### src/hw/rtl/srr_ram.sv
// ----------------------------------------------------------------------------
// srr_ram - generic single write, single read ram
// registered read data, held while rd_en is low
// ----------------------------------------------------------------------------
module srr_ram #(
   parameter int WIDTH = 8,
   parameter int DEPTH = 8
) (
   input  logic                     clock,
   input  logic                     wr_en,
   input  logic [$clog2(DEPTH)-1:0] wr_addr,
   input  logic [WIDTH-1:0]         wr_data,
   input  logic                     rd_en,
   input  logic [$clog2(DEPTH)-1:0] rd_addr,
   output logic [WIDTH-1:0]         rd_data
);
   logic [WIDTH-1:0] mem_ff [DEPTH];
   logic [WIDTH-1:0] rd_data_ff;

   always_ff @(posedge clock) begin
      if (wr_en) begin
         mem_ff[wr_addr] <= wr_data;
      end
      if (rd_en) begin
         rd_data_ff <= mem_ff[rd_addr];
      end
   end

   assign rd_data = rd_data_ff;
endmodule

### config.mk
export PLATFORM = sky130hd
export DESIGN_NAME = srr_ram
export DESIGN_NICKNAME = d
export VERILOG_FILES = /design/src/hw/rtl/srr_ram.sv
export SDC_FILE = /design/constraint.sdc
export NUM_CORES = 1
export LEC_CHECK = 0
export BUFFER_PORTS_ARGS = -buffer_cell sky130_fd_sc_hd__buf_4
export CORE_MARGIN = 5
export CORE_UTILIZATION = 62
export DETAILED_ROUTE_END_ITERATION = 10
export PLACE_DENSITY = 0.89
export SETUP_SLACK_MARGIN = 0.02
export SLEW_MARGIN = 25
export SYNTH_ARGS = -nofsm -noshare
export SYNTH_HDL_FRONTEND = slang
export SYNTH_SLANG_ARGS = --single-unit
### constraint.sdc
create_clock -name clock -period 3.6 [get_ports clock]
set_input_delay 0.18 -clock clock [delete_from_list [all_inputs] [get_ports clock]]
set_output_delay 0.18 -clock clock [all_outputs]
set_load 0.005 [all_outputs]
## After elaboration in Yosys (flattened, before gate mapping)

Memory sizes are Yosys's and may differ from the RTL's. A register that Yosys moved wholly into a read port is not among the register bits.
Cells that the tools add are included.
W data, S select, Z words.

- Register bits after elaboration: 0
- Memory bits (writable): 64
- Input bits: 17
- Output and inout port bits: 8
- Logic and storage cells: 3
- Memories kept: 1

- Multiplexer cells: 2

Memory list:

| name | words | width | rd ports | clocked after memory_dff | wr ports | line | source |
|---|---|---|---|---|---|---|---|
| mem_ff | 8 | 8 | 1 | 1 | 1 | 17 | `logic [WIDTH-1:0] mem_ff [DEPTH];` |

Operator list:

| kind | count |
|---|---|
| $mux W1 | 2 |

## Depth between registers and ports, before layout

Gate-level depths: netlist of the first run.

- Word-level depth: 2
- Mapped depth: 4
- Gate-level depth less buffers: 2

## Worst setup path after synthesis of the first run

OpenSTA, ideal clock, no wires.

- Path type: input to register
- From: input port rd_addr[0]
- To: register rd_data_ff[1], in the netlist rd_data[1], read port of mem_ff, data pin
- Library setup time: 0.260 ns
- Arrival time: 1.203 ns
- Required time: 3.340 ns
- Path slack: 2.137 ns
- Cell stages on the path: 4
- Path buffers: 2
- Cell sequence: buf_6 > buf_12 > mux4_1 > mux2_2

RTL lines:

| element | line | source |
|---|---|---|
| start, declared | 14 | `input logic [$clog2(DEPTH)-1:0] rd_addr,` |
| end, declared | 18 | `logic [WIDTH-1:0] rd_data_ff;` |

==> results of run 1 <==
==> report_power, final <==
| group | leakage (nW) | internal (mW) | switching, mW |
|---|---|---|---|
| registers | 0.660 | 0.957 | 0.00731 |
| clock network | 0.100 | 0.384 | 0.269 |
| logic | 0.335 | 0.0498 | 0.0442 |
| total | 1.09 | 1.39 | 0.320 |
==> path summary, 6_finish.rpt <==
check | startpoint | depth (start not counted) | endpoint
max | mem_ff[1][4] | 2 | rd_data[4]
min | wr_data[3] | 1 | mem_ff[0][3]
max reg2reg | mem_ff[1][4] | 2 | rd_data[4]
min reg2reg | mem_ff[7][2] | 2 | rd_data[2]
==> worst register-to-register path, delay by kind of cell (launching register included) <==
family / cells / cell delay [ns]
multiplexers: 2 / 0.82
flip-flops: 1 / 0.38
==> flip-flops by register name, summed over array words and instances, names as in the netlist <==
signal and flops:
mem_ff 64, rd_data 8
==> final cells by class <==
cell class	instances	share of cell area
well taps	52	0.0204
repair buffers	24	0.0566
clock buffers	11	0.0412
clock inverters	5	0.0224
flip-flops and latches	72	0.679
multi-input cells	37	0.181
==> per-layer routing <==
layer	track usage	wire [microns]	vias up
met3	0.0691	316	7
met1	0.206	1860	588
met2	0.251	2190	38
li1	-	-	550
met5	0	0	-
met4	0.0524	66	0
==> cell usage after synthesis <==
master    number  share of area
edfxtp_1      72           0.78
mux4_1        15           0.14
mux2_2         8          0.033
nor2_1         6         0.0081
nand2b_1       3         0.0068
nand2_1        2         0.0027
nor3_1         2         0.0036
buf_1          1         0.0014
buf_12         1         0.0072
buf_2          1         0.0018
buf_6          1         0.0041
clkbuf_1       1         0.0014
mux4_2         1         0.0081
==> cells by family after synthesis <==
family,after synthesis
flops,72
mux,24
simple gates,13
buf+inv,5
==> impl_results.md, run 1 <==
* Status: finished, final reports clean
* Clk buf depth at 2
* Multi-input logic area at 576 sq um
* Routed wire length at 4.44 mm
* Total power at 1.71 mW
* Critical Path RT at 3.69 ns
* Clk slew on worst S/H paths at 0.07 ns
* Routed Antenna Nets at 0
* Skew-Pair Late Insertion Delay at 0.33 ns
* 1st-iter DRT viols at 74
* Vias in the first global route at 1213
* Worst path arrival time at 1.53 ns
* Worst-path maximum fanout at 1
* Final core utilization at 0.732
* Post-synthesis xor/xnor area fraction at 0
* Multiplexer area fraction after synthesis at 0.183
* FF/Latch Area at 0.00216 sq mm
* Remaining Overflow, GRT at 0
* Largest delay share family, worst path: multiplexers
* Starting Density at 0.636
* NumNets Final at 161
* Slowest CP cell: mux4_1
* Setup Buffers After CTS at 0
* Synth Register Bits at 72
* Die height at 76.9 microns
* Worst Path Buf+Inv at 0
* I/O pin cnt at 25
* Slew margin rel. at 0.358
* Maxcap violations at 0
* Crit path time final at 1.44 ns
* Core area at 0.00435 sq mm
* Num CTS Buffers at 9
* Fin Hold WS at 0.0805 ns
* VDD IR max at 0.318 mV
* Post-synth cell types at 13
* CTS Root Cell: clkbuf_8
* Setup tns final at 0 ns
* Hold Path Class: input port to flip-flop
* CTS Hold Bufs at 0
* Die W at 76.9 microns
* Seq/Total Area, Yosys at 0.780
* Detail Placement HPWL at 2.58 mm
* PD cells at 537 mW/mm^2
* First-pass GRT wire length at 6.72 mm
* Compound-gate portion of the synthesized area at 0
* Pin count of the biggest net entering global routing at 17
* Mapped Area at 0.00277 sq mm
* Area grow syn2layout at 14.9%
* Ant diodes at 0
* Initial antenna violation count at 0
* Simple-Gate Fraction of Synth Area at 0.0212
* Commonest cells after routing, fill and taps aside: edfxtp_1, buf_4, mux4_1, clkbuf_8, mux2_2
* CP endpoint kind: flip-flop
* Synthesized Nets at 131
* DR DRC count at 0
* R2R setup slack at 2.16 ns
* Most common cell after layout, fill and taps aside: edfxtp_1
* Die area at 0.00591 sq mm
* Placed inst area at 0.00298 sq mm
* Worst path cell trace: mux4_1 -> mux2_2
* Largest family of logic cells by synthesized area: multiplexers
* Adder-Cell Fraction of Synth Area at 0
* Period utilisation layout at 0.401
* Final instance area at 0.00319 sq mm
* Share of cells above drive strength 1 at 0.309
* Final Max Slew Viols at 0
* Crit path launch type: flip-flop
* DR vias/cell at 5.89
* DR vias at 1183
* Gpl congestion at 0.717
* Post-route clock skew at 0.00930 ns
* Post-place setup slack at 1.79 ns
* Post-CTS resize count at 0
* Final Hold Fails at 0
* Slowest stage delay, CP at 0.53 ns
* Leak at 1.09 nW
* Mapped Cells at 114
* Final setup violation count at 0
* Fin cells at 201
* Actual slew at the worst max-slew pin at 0.959 ns
* Setup Crit Path Kind: flip-flop to flip-flop
* # port buffers at 24
* YS warnings at 0
* FP Rows at 24
* DRT Pass-1 Iters at 4
* Num Clock Sinks at 72
* CTS tree: done
* H-Tree Level Count at 3
* Routed wire per std cell at 22.1 microns
* Post-route setup slack at 2.16 ns
* RSZ-0062 raised after global routing: no
* Syn Area/Cell at 24.3 sq um
* Fmax at 693 MHz
* GRT Total Usage at 0.162
* Dpl cells at 185
* # fillers at 234
Power figures use the tool's default switching activity.
==> run 2: changes to the inputs <==
- ABC_AREA: not set -> 1
- CORE_UTILIZATION: 62 -> 59
- PLACE_DENSITY: 0.89 -> 0.85
- clock period: 3.6 -> 1.37 ns (I/O delays scaled with it)
==> run 2 against run 1 <==
Effect of this change:
- total power increased to 2.6 times the previous value
- die area increased by 16%
- count of clock-buffer cells in the layout unchanged
- core utilization decreased by 2.7 points
==> impl_results.md, run 2 <==
* Setup Crit Path Kind: flip-flop to flip-flop
* # fillers at 377 (+61%)
* DRT Pass-1 Iters at 4 (unchanged)
* Setup Buffers After CTS at 0 (unchanged)
* Multi-input logic area at 603 sq um (+4.8%)
* Mapped Cells at 303 (+170%)
* Slowest CP cell: edfxtp_1
* Commonest cells after routing, fill and taps aside: nand2_1, edfxtp_1, inv_1, buf_4, nand3_1
* Top reg by flops: mem_ff
* Num CTS Buffers at 9 (unchanged)
* RR Startpoint: mem_ff[7][7]
* Share of cells above drive strength 1 at 0.135 (-0.174)
* CTS Hold Bufs at 8 (+8)
* Slew margin rel. at 0.782 (+0.424)
* Slowest stage delay, CP at 0.37 ns (-0.16 ns)
* Pin count of the biggest net entering global routing at 33 (+16)
* Most common cell in the netlist: nand2_1
* DR DRC count at 0 (unchanged)
* Post-synth ARST share at 0 (unchanged)
* Dpl cells at 395 (+110%)
* First-pass GRT wire length at 9.37 mm (+39%)
* Routed Antenna Nets at 0 (unchanged)
* CTS Root Cell: clkbuf_8
* Actual slew at the worst max-slew pin at 0.327 ns (-0.633 ns)
* Post-place setup slack at 0.223 ns (-1.57 ns)
* CP endpoint kind: flip-flop
* Fmax at 989 MHz (+43%)
* Most common cell after layout, fill and taps aside: nand2_1
* Routed wire length at 5.83 mm (+31%)
* Final Max Slew Viols at 0 (unchanged)
* Post-synth EDFFs at 72 (unchanged)
* Syn Area/Cell at 10.3 sq um (-58%)
* Synth cell count leaders: nand2_1, edfxtp_1, inv_1
* Worst path cell trace: inv_1 -> nand2_1 -> nand3_1 -> nand2_1 -> nand2_1 -> nand2_1
* 1st-iter DRT viols at 161 (+120%)
* FP Rows at 26 (+8.3%)
* Vias in the first global route at 1935 (+60%)
* Post-route clock skew at 0.0109 ns (+0.00156 ns)
* Core area at 0.00514 sq mm (+18%)
* Hold path start: rd_en
* VDD IR max at 0.908 mV (+190%)
* Final core utilization at 0.705 (-0.0266)
* Status: finished, final reports clean
* Die height at 82.8 microns (+7.8%)
* Synth Register Bits at 72 (unchanged)
* Crit path time final at 1.01 ns (-0.433 ns)
* GRT Total Usage at 0.181 (+0.0195)
* Mapped Area at 0.00313 sq mm (+13%)
* DR vias/cell at 4.90 (-17%)
* Routed wire per std cell at 13.9 microns (-37%)
* # port buffers at 24 (unchanged)
* Placed inst area at 0.00337 sq mm (+13%)
* Total power at 4.41 mW (+160%)
* Synthesized Nets at 320 (+140%)
* Leak at 1.68 nW (+54%)
* Worst-path maximum fanout at 1 (unchanged)
* Clk buf depth at 2 (unchanged)
* Critical Path RT at 1.47 ns (-2.22 ns)
* Area contributors post-synth: edfxtp_1, nand2_1, inv_1
* Skew-Pair Late Insertion Delay at 0.34 ns (about the same)
* NumNets Final at 361 (+120%)
* RSZ-0062 raised after global routing: no
* Num Clock Sinks at 72 (unchanged)
* Hold Path Class: input port to flip-flop
* DR vias at 2049 (+73%)
* Post-CTS resize count at 0 (unchanged)
* Fin Hold WS at 0.0198 ns (-0.0607 ns)
* PD cells at 1220 mW/mm^2 (+130%)
* Worst path arrival time at 1.11 ns (-0.42 ns)
* Clk slew on worst S/H paths at 0.07 ns (about the same)
* Max reg flops at 64 (unchanged)
* Post-route setup slack at 0.359 ns (-1.80 ns)
* Fin cells at 418 (+110%)
* Final setup violation count at 0 (unchanged)
* Remaining Overflow, GRT at 0 (unchanged)
* I/O pin cnt at 25 (unchanged)
* Ant diodes at 0 (unchanged)
* Cell mode on critical path: nand2_1
* Primary FF master, synth: edfxtp_1
* Starting Density at 0.609 (-0.0274)
* Setup tns final at 0 ns (unchanged)
* Maxcap violations at 0 (unchanged)
* Area grow syn2layout at 15.7%
* Period utilisation layout at 0.738 (+0.337)
* Seq/Total Area, Yosys at 0.691 (-0.0895)
* Crit path launch type: flip-flop
* Initial antenna violation count at 0 (unchanged)
* Share of the synthesized area in the top cell type at 0.691 (-0.0895)
* Synth area leader: edfxtp_1
* Detail Placement HPWL at 3.75 mm (+45%)
* Final instance area at 0.00362 sq mm (+14%)
* YS warnings at 0 (unchanged)
* FF/Latch Area at 0.00216 sq mm (unchanged)
* Launch point of the worst path: mem_ff[7][7]
* Final Hold Fails at 0 (unchanged)
* Post-synth cell types at 10 (-3)
* CTS tree: done
* Gpl congestion at 0.817 (+14%)
* Die W at 82.8 microns (+7.8%)
* Die area at 0.00686 sq mm (+16%)
* H-Tree Level Count at 3 (unchanged)
[run 2: kinds of logic after synthesis]
group / after synthesis / synth area share
and+or+nand+nor: 150 / 0.193
DFF: 72 / 0.691
buffers and inverters: 81 / 0.117
[run 2: worst max-delay path: cells and delay by family (launching register included)]
kind	cells	cell delay (ns)
flops	1	0.37
simple gates	5	0.35
buf+inv	1	0.06
[run 2: cell type report]
| type | count | share of cell area |
|---|---|---|
| Clock buffer | 11 | 0.0363 |
| Clock inverter | 4 | 0.0128 |
| Inverter | 70 | 0.0732 |
| Multi-Input combinational cell | 150 | 0.166 |
| Sequential cell | 72 | 0.597 |
| Tap cell | 70 | 0.0242 |
| Timing Repair Buffer | 41 | 0.0905 |
[run 2: per-layer routing]
metal	global-route usage	wire [microns]
met2	0.284	2880
met1	0.236	2350
met4	0.0877	117
met3	0.0475	480
met5	0	0
[run 2: final timing paths]
| check | slack, ns | cells after the start | to |
|---|---|---|---|
| worst max-delay path | 0.36 | 6 | rd_data[7] |
| worst min-delay path | 0.02 | 1 | rd_data[5] |
| worst max register to register | 0.36 | 6 | rd_data[7] |
| worst min register to register | 0.71 | 6 | rd_data[2] |
[run 2: report_power, final]
part / internal (mW) / total, mW / switching (mW)
logic: 0.138 / 0.346 / 0.208
clock network: 0.823 / 1.53 / 0.706
registers: 2.51 / 2.54 / 0.0209
