`src/hw/rtl/srr_pkg.sv`:
```
// ----------------------------------------------------------------------------
// srr_pkg - selective repeat receiver shared types
// payload structs, parser event and report codes
// ----------------------------------------------------------------------------
package srr_pkg;

   typedef struct packed {
      logic [7:0] data_byte;
      logic       frame_start;
   } req_payload_type;

   typedef struct packed {
      logic [1:0] report_kind;
      logic [7:0] frame_seq;
      logic [7:0] frame_len;
      logic       last_report;
   } rsp_payload_type;

   // checksum byte seen, with the verdict and the frame header
   typedef struct packed {
      logic       done;
      logic       sum_ok;
      logic [7:0] seq;
      logic [7:0] len;
   } frame_event_type;

   localparam logic [1:0] KIND_ACK       = 2'd0;
   localparam logic [1:0] KIND_DELIVERED = 2'd1;
   localparam logic [1:0] KIND_BAD_SUM   = 2'd2;
   localparam logic [1:0] KIND_RANGE     = 2'd3;

   localparam logic [7:0] SUM_MASK = 8'hFF;

endpackage

```
`src/hw/rtl/srr_parse.sv`:
```
// ----------------------------------------------------------------------------
// srr_parse - frame byte parser
// tracks byte position and additive checksum, flags the checksum byte
// ----------------------------------------------------------------------------
module srr_parse (
   input  logic                     clock,
   input  logic                     reset,
   input  logic                     accept,
   input  logic [7:0]               data_byte,
   input  logic                     frame_start,
   output srr_pkg::frame_event_type evt
);
   logic [8:0] pos_ff, pos_in;
   logic [7:0] sum_ff, sum_in;
   logic [7:0] seq_ff, seq_in;
   logic [7:0] len_ff, len_in;

   always_comb begin
      pos_in = pos_ff;
      sum_in = sum_ff;
      seq_in = seq_ff;
      len_in = len_ff;
      evt    = '0;
      if (accept) begin
         priority if (frame_start) begin
            seq_in = data_byte;
            sum_in = data_byte;
            pos_in = 9'd1;
         end else if (pos_ff == 9'd0) begin
            // stray byte while idle
            pos_in = pos_ff;
         end else if (pos_ff == 9'd1) begin
            len_in = data_byte;
            sum_in = (sum_ff + data_byte) & srr_pkg::SUM_MASK;
            pos_in = 9'd2;
         end else if (pos_ff < ({1'b0, len_ff} + 9'd2)) begin
            sum_in = (sum_ff + data_byte) & srr_pkg::SUM_MASK;
            pos_in = pos_ff + 9'd1;
         end else begin
            // checksum byte
            pos_in     = 9'd0;
            evt.done   = 1'b1;
            evt.sum_ok = (data_byte == sum_ff);
            evt.seq    = seq_ff;
            evt.len    = len_ff;
         end
      end
   end

   always_ff @(posedge clock) begin
      if (reset) begin
         pos_ff <= '0;
         sum_ff <= '0;
         seq_ff <= '0;
         len_ff <= '0;
      end else begin
         pos_ff <= pos_in;
         sum_ff <= sum_in;
         seq_ff <= seq_in;
         len_ff <= len_in;
      end
   end
endmodule

```
`config.mk`:
```
export PLATFORM = sky130hd
export DESIGN_NAME = srr_parse
export DESIGN_NICKNAME = d
export VERILOG_FILES = /design/src/hw/rtl/srr_pkg.sv /design/src/hw/rtl/srr_parse.sv
export SDC_FILE = /design/constraint.sdc
export NUM_CORES = 1
export LEC_CHECK = 0
export BUFFER_PORTS_ARGS = -buffer_cell sky130_fd_sc_hd__buf_2
export CAP_MARGIN = 20
export CORE_MARGIN = 2
export CORE_UTILIZATION = 37
export CTS_CLUSTER_SIZE = 16
export DETAILED_ROUTE_END_ITERATION = 16
export HOLD_SLACK_MARGIN = 0.15
export PLACE_DENSITY = 0.66
export SETUP_SLACK_MARGIN = 0.4
export SYNTH_ARGS = -nofsm -noshare
export SYNTH_HDL_FRONTEND = slang
export SYNTH_SLANG_ARGS = --single-unit
```
`constraint.sdc`:
```
create_clock -name clock -period 2.75 [get_ports clock]
set_clock_uncertainty 0.2 [all_clocks]
set_input_delay 0.1375 -clock clock [delete_from_list [all_inputs] [get_ports clock]]
set_output_delay 0.1375 -clock clock [all_outputs]
set_load 0.1 [all_outputs]
```
---- Yosys cells after proc, flatten, opt, wreduce, memory -nomap -nowiden ----
Index checks and enable logic that the tools add are counted.
cells by class
  bitwise logic cells ..................... 2
  equal/unequal tests ..................... 3
  reduce and logical (&&, ||, !) cells .... 6
  $add $sub $neg .......................... 3
  muxes and demuxes ....................... 13
  $lt $le $gt $ge ......................... 1
operators with widths
  cell                 number
  $mux 18              5
  $mux 9               4
  $mux 8               4
  $add 8x2->9 const B  1
  $add 9x1->9 const B  1
  $eq 9x1->1 const B   1
  $logic_not 9->1      1
  $lt 9x9->1           1
  $add 8x8->8          1
  $eq 8x8->1           1
  $reduce_and 2->1     2
  $reduce_and 4->1     1
  $reduce_and 3->1     1
  $reduce_bool 3->1    1
  $ne 2x2->1 const B   1
  $not 1->1            2
storage, ports and cells
  logic and storage cells ................. 32
  flip-flop bits (word level) ............. 33
  output and inout port bits .............. 18
  bits of input ports ..................... 12

---- Logic depth before layout (Yosys ltp) ----
Gate-level depths: netlist of run 1.
  depth in word-level cells ............... 7
  mapped depth ............................ 12

---- Worst setup path after synthesis of run 1 ----
OpenSTA, ideal clock, no wires.
  path kind ............................... flip-flop to output port
  start point ............................. register len_ff[1]
  end point ............................... output port evt[10] (netlist name)
  data arrival time ....................... 3.671 ns
  cell stages (with the launch flop) ...... 13
  setup slack ............................. -1.259 ns
  path buffers ............................ 2
  path through ............................ dfxtp_1 -> ha_1 -> nand2_1 -> nor2_1 -> xnor2_1 -> ha_1 -> nand4_1 -> nor2_1 -> a211o_1 -> and3_1 -> clkbuf_1 -> clkbuf_1 -> and2_1
RTL lines
  item                    line             text
  from (decl)             srr_parse.sv:16  logic [7:0] len_ff, len_in;
  from (signal assigned)  srr_parse.sv:60  len_ff <= len_in;
  to (decl)               srr_parse.sv:11  output srr_pkg::frame_event_type evt

==> flow_metrics.env, run 1 <==
export IMPL_cts_sinks=33
export IMPL_worst_skew_pair_late_latency_ps=280
export IMPL_syn_nets=300
export IMPL_finalPower_w=0.00112
export IMPL_ios=30
export IMPL_synth_seq_cells=33
export IMPL_reg2reg_depth=10
export IMPL_finalHoldViolCount=0
export IMPL_violations="setup timing"
export IMPL_fillers=475
export IMPL_synth_top_cell_by_area="dfxtp_1"
export IMPL_die_y_um=81.4
export IMPL_drv_slew=0
export IMPL_syn_avg_cell_area_sq_um=8.27
export IMPL_design_core_area_sq_mm=0.00585
export IMPL_synth_edf_count=0
export IMPL_netlist_instances=268
export IMPL_synth_top_area_share_pct=29.8
export IMPL_drc=0
export IMPL_final_antenna_net_count=0
export IMPL_criticalPathCategory="flip-flop to output pin"
export IMPL_rsz0062_at_grt="yes"
export IMPL_cts_buffers=5
export IMPL_floorplan_initialDensity_pct=37.9
export IMPL_hold_end="len_ff[3]$_SDFFE_PP0P_"
export IMPL_layout_nets=362
export IMPL_worst_ep_required_time_ps=2410
export IMPL_cts_htree_levels=2
export IMPL_synth_async_reset_ratio_pct=0
export IMPL_setup_slack_ps=-74.8
export IMPL_cpPeakStageDelay_ps=370
export IMPL_grt_remaining_overflow=0
export IMPL_crit_start="len_ff[4]$_SDFFE_PP0P_"
export IMPL_netlist_cell_type_count=46
export IMPL_critPathArrivalTime_ps=2490
export IMPL_status="finished, violations left"
export IMPL_gp_congestion=0.844
export IMPL_die_w_um=81.4
export IMPL_clock_root_buffer="clkbuf_8"
export IMPL_drive_gt1_share_pct=34.1
export IMPL_cts_tree="yes"
export IMPL_cap_violations=0
export IMPL_ff2ff_setup_slack_ps=100
export IMPL_synth_ff_type="dfxtp_1"
export IMPL_fmax_mhz=354
export IMPL_first_pass_iters=4
export IMPL_avgViaCountPerCell=5.34
export IMPL_reg2reg_from="len_ff[3]$_SDFFE_PP0P_"
export IMPL_min_from="reset"
export IMPL_min_period_ps=2820
export IMPL_finalSetupTns_ps=-132
export IMPL_grt_pass1_vias=2093
export IMPL_via_count=2168
export IMPL_clk_pin_slew_worst_paths_ps=80
export IMPL_drtIter0Drc=150
export IMPL_crit_path_end_kind="output pin"
export IMPL_io_buffers=29
export IMPL_critPathBufInv=1
export IMPL_worst_path_max_fanout=5
export IMPL_grt_pass1_wl_um=9870
export IMPL_hpwl_um=3780
export IMPL_multiInputGateArea_sq_mm=0.00162
export IMPL_slew_headroom_pct=54.8
export IMPL_worstSetupStartpointType="flip-flop"
export IMPL_ys_top_cells_by_count="dfxtp_1 (33), nor2_1 (26), nand2_1 (23)"
export IMPL_clockBufferDepth=2
export IMPL_synth_seq_area_share_pct=29.8
export IMPL_tightest_slew_ps=671
export IMPL_seqCellArea_sq_um=677
export IMPL_crit_path_top_delay_cell="dfxtp_4"
export IMPL_avgRoutedWirePerCell_um=14.6
export IMPL_hold_path_class="input port to flip-flop"
export IMPL_reg2reg_to="pos_ff[2]$_SDFFE_PP0P_"
export IMPL_antenna_found_initial=0
export IMPL_cellPowerDensity_mw_per_mm2=344
export IMPL_areaGrowthSynthToFinish_pct=47.1
export IMPL_crit_family="simple AND/OR/NAND/NOR gates"
export IMPL_die_area_sq_mm=0.00662
export IMPL_synthMostInstantiatedCell="dfxtp_1"
export IMPL_min_path_cells=2
export IMPL_wirelength_um=5930
export IMPL_rows=28
export IMPL_grtUsageTotal_pct=19.1
export IMPL_cp_depth=10
export IMPL_synthTopCellsByArea="dfxtp_1 (30%), ha_1 (11%), a21oi_1 (5.0%)"
export IMPL_worstPathCellList="nand3_4 -> nor2_4 -> nand3_2 -> ha_4 -> a21oi_1 -> o21ai_1 -> a211o_4 -> and3_4 -> and2_2 -> buf_12"
export IMPL_finalSetupViolCount=7
export IMPL_grt_max_degree=33
export IMPL_irDropWorstVdd_mv=0.158
export IMPL_p_leak_nw=1.31
export IMPL_synth_warnings=0
export IMPL_syn_area_sq_mm=0.00222
export IMPL_diodes=0
export IMPL_finalCritPeriodShare_pct=103
-- worst max-delay path by stage --
stage	to	slack (ps)
after floorplan	evt[10]	200
after global placement	evt[16]	-160
after detailed placement	evt[16]	-200
after CTS	evt[16]	-50
after global routing	evt[5]	-170
final	evt[5]	-70
-- through the flow --
stage          std cells  setup WS (ps)  instance area [sq um]  util [%]  hold slack [ps]
2_1_floorplan        268            196                   2310         -             80.2
3_3_place_gp         370           -157                   2810      48.1              238
3_5_place_dp         370           -201                   2810      48.1              241
4_1_cts              404          -51.1                   3200      54.7              155
5_1_grt              406           -167                   3260      55.7              187
6_report             406          -74.8                   3260      55.7              152
-- kinds of logic after synthesis --
logic type      Yosys count  share of synthesized area [%]
xor+xnor                 15                           5.93
fa+ha+maj                20                           11.6
flops                    33                           29.8
buf+inv                  22                           4.46
simple gates            119                           28.4
mux                       9                           4.07
compound gates           50                           15.7
-- cells in the final DEF, fill, tap and decap left out, types with 3 or more instances in the layout --
master,Yosys,routed
a211oi_1,4,4
a211oi_2,4,4
a21oi_1,22,21
and2_4,0,15
and3_4,0,4
buf_12,0,19
buf_2,1,11
buf_4,0,16
clkbuf_8,0,5
dfxtp_1,33,26
dfxtp_2,0,4
dfxtp_4,0,3
dlygate4sd3_1,0,17
ha_1,19,17
inv_1,9,9
mux2i_1,9,9
nand2_1,23,22
nand3_1,14,11
nand4_1,7,7
nor2_1,26,22
nor2_2,6,9
nor2b_1,4,4
nor3_1,5,5
o21a_1,3,3
o21ai_0,6,4
xnor2_1,7,7
xor2_1,8,8
-- area by class of cell --
class / instances / area share [%]
Inverter: 9 / 1.04
Tap cell: 75 / 2.88
Multi-Input combinational cell: 216 / 49.8
Sequential cell: 33 / 20.8
Clock inverter: 3 / 0.499
Timing Repair Buffer: 65 / 23.0
Clock buffer: 5 / 2.11
-- what timing repair did --
item                       CTS  global route
hold buffers                17             0
resized for setup           20            12
gates cloned                 2             1
setup buffers                7             1
setup endpoints to repair   34            35
pin swaps                   10             8
hold endpoints to repair    25             0
-- sequential cells by signal, summed over array words and instances, names as in the netlist --
name	cells
pos_ff	9
sum_ff	8
seq_ff	8
len_ff	8
-- power breakdown --
group / internal, W / total [W] / switching (W)
Clock: 0.000175 / 0.000359 / 0.000184
Sequential: 0.000496 / 0.000513 / 0.0000171
Combinational: 0.000113 / 0.000249 / 0.000136
-- worst reg2reg max path: stages (launching register included) --
cell and delay (ps):
dfxtp_2 340, buf_4 150, nand3_1 90, xor2_1 190, ha_1 270, a21oi_1 180, nor2_2 70, a211oi_1 490
a21oi_1 120, or2_1 370, nor2_1 140
-- per-layer routing --
layer | up-vias | share of wire [%] | GRT usage [%]
met5 | - | 0 | 0
met4 | 0 | 1.2 | 4.92
met3 | 9 | 4.8 | 3.89
met2 | 52 | 49 | 33.6
met1 | 1030 | 45 | 23.6
li1 | 1077 | - | -
No activity file was read; power rests on OpenSTA's default activity.
==> run 2: changes to the inputs <==
CORE_ASPECT_RATIO = 1.75   (was default)
==> run 2 against run 1 <==
- design area rose by 3.5%
- largest power group unchanged
- final cell count rose by 3.9%
- register-to-register slack got worse by 290 ps
- critical path depth rose by 2
- sequential share of layout area fell by 0.86 points
- highest routed layer unchanged
- combinational power rose by 9.6%
- the flow still finishes with violations (setup timing)
- sequential power barely moved
- critical endpoint is now evt[16]
- utilization rose by 2.1 points
==> flow_metrics.env, run 2 (synthesis gave the netlist of run 1 again) <==
export IMPL_finalSetupTns_ps=-7370
export IMPL_critPathArrivalTime_ps=2760
export IMPL_status="finished, violations left"
export IMPL_design_core_area_sq_mm=0.00583
export IMPL_die_area_sq_mm=0.00665
export IMPL_slew_headroom_pct=57.2
export IMPL_fillers=515
export IMPL_avgViaCountPerCell=5.44
export IMPL_layout_nets=375
export IMPL_antenna_found_initial=0
export IMPL_die_y_um=106
export IMPL_grt_pass1_vias=2352
export IMPL_cellPowerDensity_mw_per_mm2=364
export IMPL_finalHoldViolCount=0
export IMPL_clockBufferDepth=2
export IMPL_grt_max_degree=33
export IMPL_floorplan_initialDensity_pct=38.0
export IMPL_violations="setup timing"
export IMPL_cpPeakStageDelay_ps=370
export IMPL_worstPathCellList="ha_4 -> nand2_2 -> nor2_2 -> xnor2_1 -> ha_1 -> nand4_1 -> nor2_2 -> a211o_1 -> and3_4 -> buf_6 -> and4_4 -> buf_12"
export IMPL_grt_remaining_overflow=0
export IMPL_ios=30
export IMPL_final_antenna_net_count=0
export IMPL_diodes=0
export IMPL_worst_path_max_fanout=4
export IMPL_rows=37
export IMPL_criticalPathCategory="flip-flop to output pin"
export IMPL_first_pass_iters=4
export IMPL_hold_path_class="input port to flip-flop"
export IMPL_areaGrowthSynthToFinish_pct=52.3
export IMPL_drive_gt1_share_pct=35.8
export IMPL_grt_pass1_wl_um=10800
export IMPL_critPathBufInv=2
export IMPL_drv_slew=0
export IMPL_die_w_um=62.5
export IMPL_cts_htree_levels=2
export IMPL_drc=0
export IMPL_finalCritPeriodShare_pct=113
export IMPL_worst_skew_pair_late_latency_ps=300
export IMPL_mostFrequentLayoutCells="dfxtp_1 (28), buf_4 (28), nand2_1 (22), a21oi_1 (22), nor2_1 (22)"
export IMPL_irDropWorstVdd_mv=0.295
export IMPL_cts_sinks=33
export IMPL_cts_tree="yes"
export IMPL_crit_path_end_kind="output pin"
export IMPL_fmax_mhz=323
export IMPL_place_ws_ps=103
export IMPL_crit_family="simple AND/OR/NAND/NOR gates"
export IMPL_setup_slack_ps=-349
export IMPL_avgRoutedWirePerCell_um=16.0
export IMPL_grtUsageTotal_pct=20.7
export IMPL_top_register="pos_ff"
export IMPL_clk_pin_slew_worst_paths_ps=80
export IMPL_worstSetupStartpointType="flip-flop"
export IMPL_ff2ff_setup_slack_ps=-190
export IMPL_wirelength_um=6740
export IMPL_p_leak_nw=1.39
export IMPL_io_buffers=29
export IMPL_finalSetupViolCount=35
export IMPL_via_count=2294
export IMPL_hpwl_um=4340
export IMPL_clock_root_buffer="clkbuf_8"
export IMPL_cts_buffers=5
export IMPL_cap_violations=0
export IMPL_min_period_ps=3100
export IMPL_drtIter0Drc=62
export IMPL_worst_ep_required_time_ps=2410
export IMPL_cpMostUsedCell="nor2_2"
export IMPL_multiInputGateArea_sq_mm=0.00157
export IMPL_finalPower_w=0.00123
export IMPL_crit_path_top_delay_cell="dfxtp_4"
export IMPL_rsz0062_at_grt="yes"
export IMPL_seqCellArea_sq_um=672
export IMPL_gp_congestion=0.843
export IMPL_largest_register_ffs=9
export IMPL_tightest_slew_ps=642
-- run 2: cell types whose count changed in the layout (fill, tap and decap cells not counted), moves of 2 or more --
cell / previous run / this run
dfxtp_1: 26 / 28
buf_4: 16 / 28
buf_8: 0 / 2
and3_4: 4 / 1
clkinv_2: 2 / 0
-- run 2: layer usage --
layer | global-route usage [%] | wire length (um) | vias to the layer above
li1 | - | - | 1092
met1 | 19.6 | 2270 | 1120
met2 | 40.3 | 3960 | 59
met3 | 3.81 | 221 | 23
met4 | 11.9 | 287 | 0
met5 | 0 | 0 | -
-- run 2: path summary, 6_finish.rpt --
| check | start | end | cells past startpoint |
|---|---|---|---|
| max | len_ff[2]$_SDFFE_PP0P_ | evt[16] | 12 |
| min | data_byte[0] | sum_ff[0]$_SDFFE_PP0P_ | 4 |
| max reg2reg | len_ff[2]$_SDFFE_PP0P_ | pos_ff[7]$_SDFFE_PP0P_ | 15 |
| min reg2reg | seq_ff[6]$_SDFFE_PP0P_ | seq_ff[6]$_SDFFE_PP0P_ | 2 |
-- run 2: through the flow --
step	instances	hold slack [ps]	instance area, sq um	util, %
2_1_floorplan	268	80.2	2310	-
3_3_place_gp	373	234	2820	48.3
3_5_place_dp	373	242	2820	48.3
4_1_cts	420	216	3320	56.9
5_1_grt	422	249	3370	57.9
6_report	422	214	3370	57.9
-- run 2: repair_timing --
action / CTS / global route
resized for setup: 20 / 10
endpoints found under the setup margin: 34 / 35
gates cloned: 0 / 0
pin swaps: 18 / 9
endpoints found under the hold margin: 25 / 0
buffers inserted: 21 / 2
hold buffers: 18 / 0
-- run 2: cell type report --
type / instances / share of cell area (%)
Clock buffer: 6 / 2.78
Multi-Input combinational cell: 213 / 46.6
Sequential cell: 33 / 19.9
Tap cell: 78 / 2.89
Clock inverter: 2 / 0.482
Timing Repair Buffer: 81 / 26.4
Inverter: 9 / 1.00
-- run 2: power by group --
part	total, W	leakage [nW]	internal, W	switching [W]
Combinational	0.000273	1.06	0.000127	0.000146
Clock	0.000443	0.0525	0.000235	0.000208
Sequential	0.000513	0.272	0.000497	0.0000162
-- run 2: worst register-to-register path, stage by stage, from the launching register on --
cell	delay [ps]
dfxtp_4	370
ha_4	150
nand2_2	50
nor2_2	110
xnor2_1	140
ha_1	270
nand4_1	200
nor2_2	70
buf_4	130
buf_4	120
buf_4	120
buf_4	130
a211oi_2	260
a21oi_1	120
or2_4	300
nor2_2	110
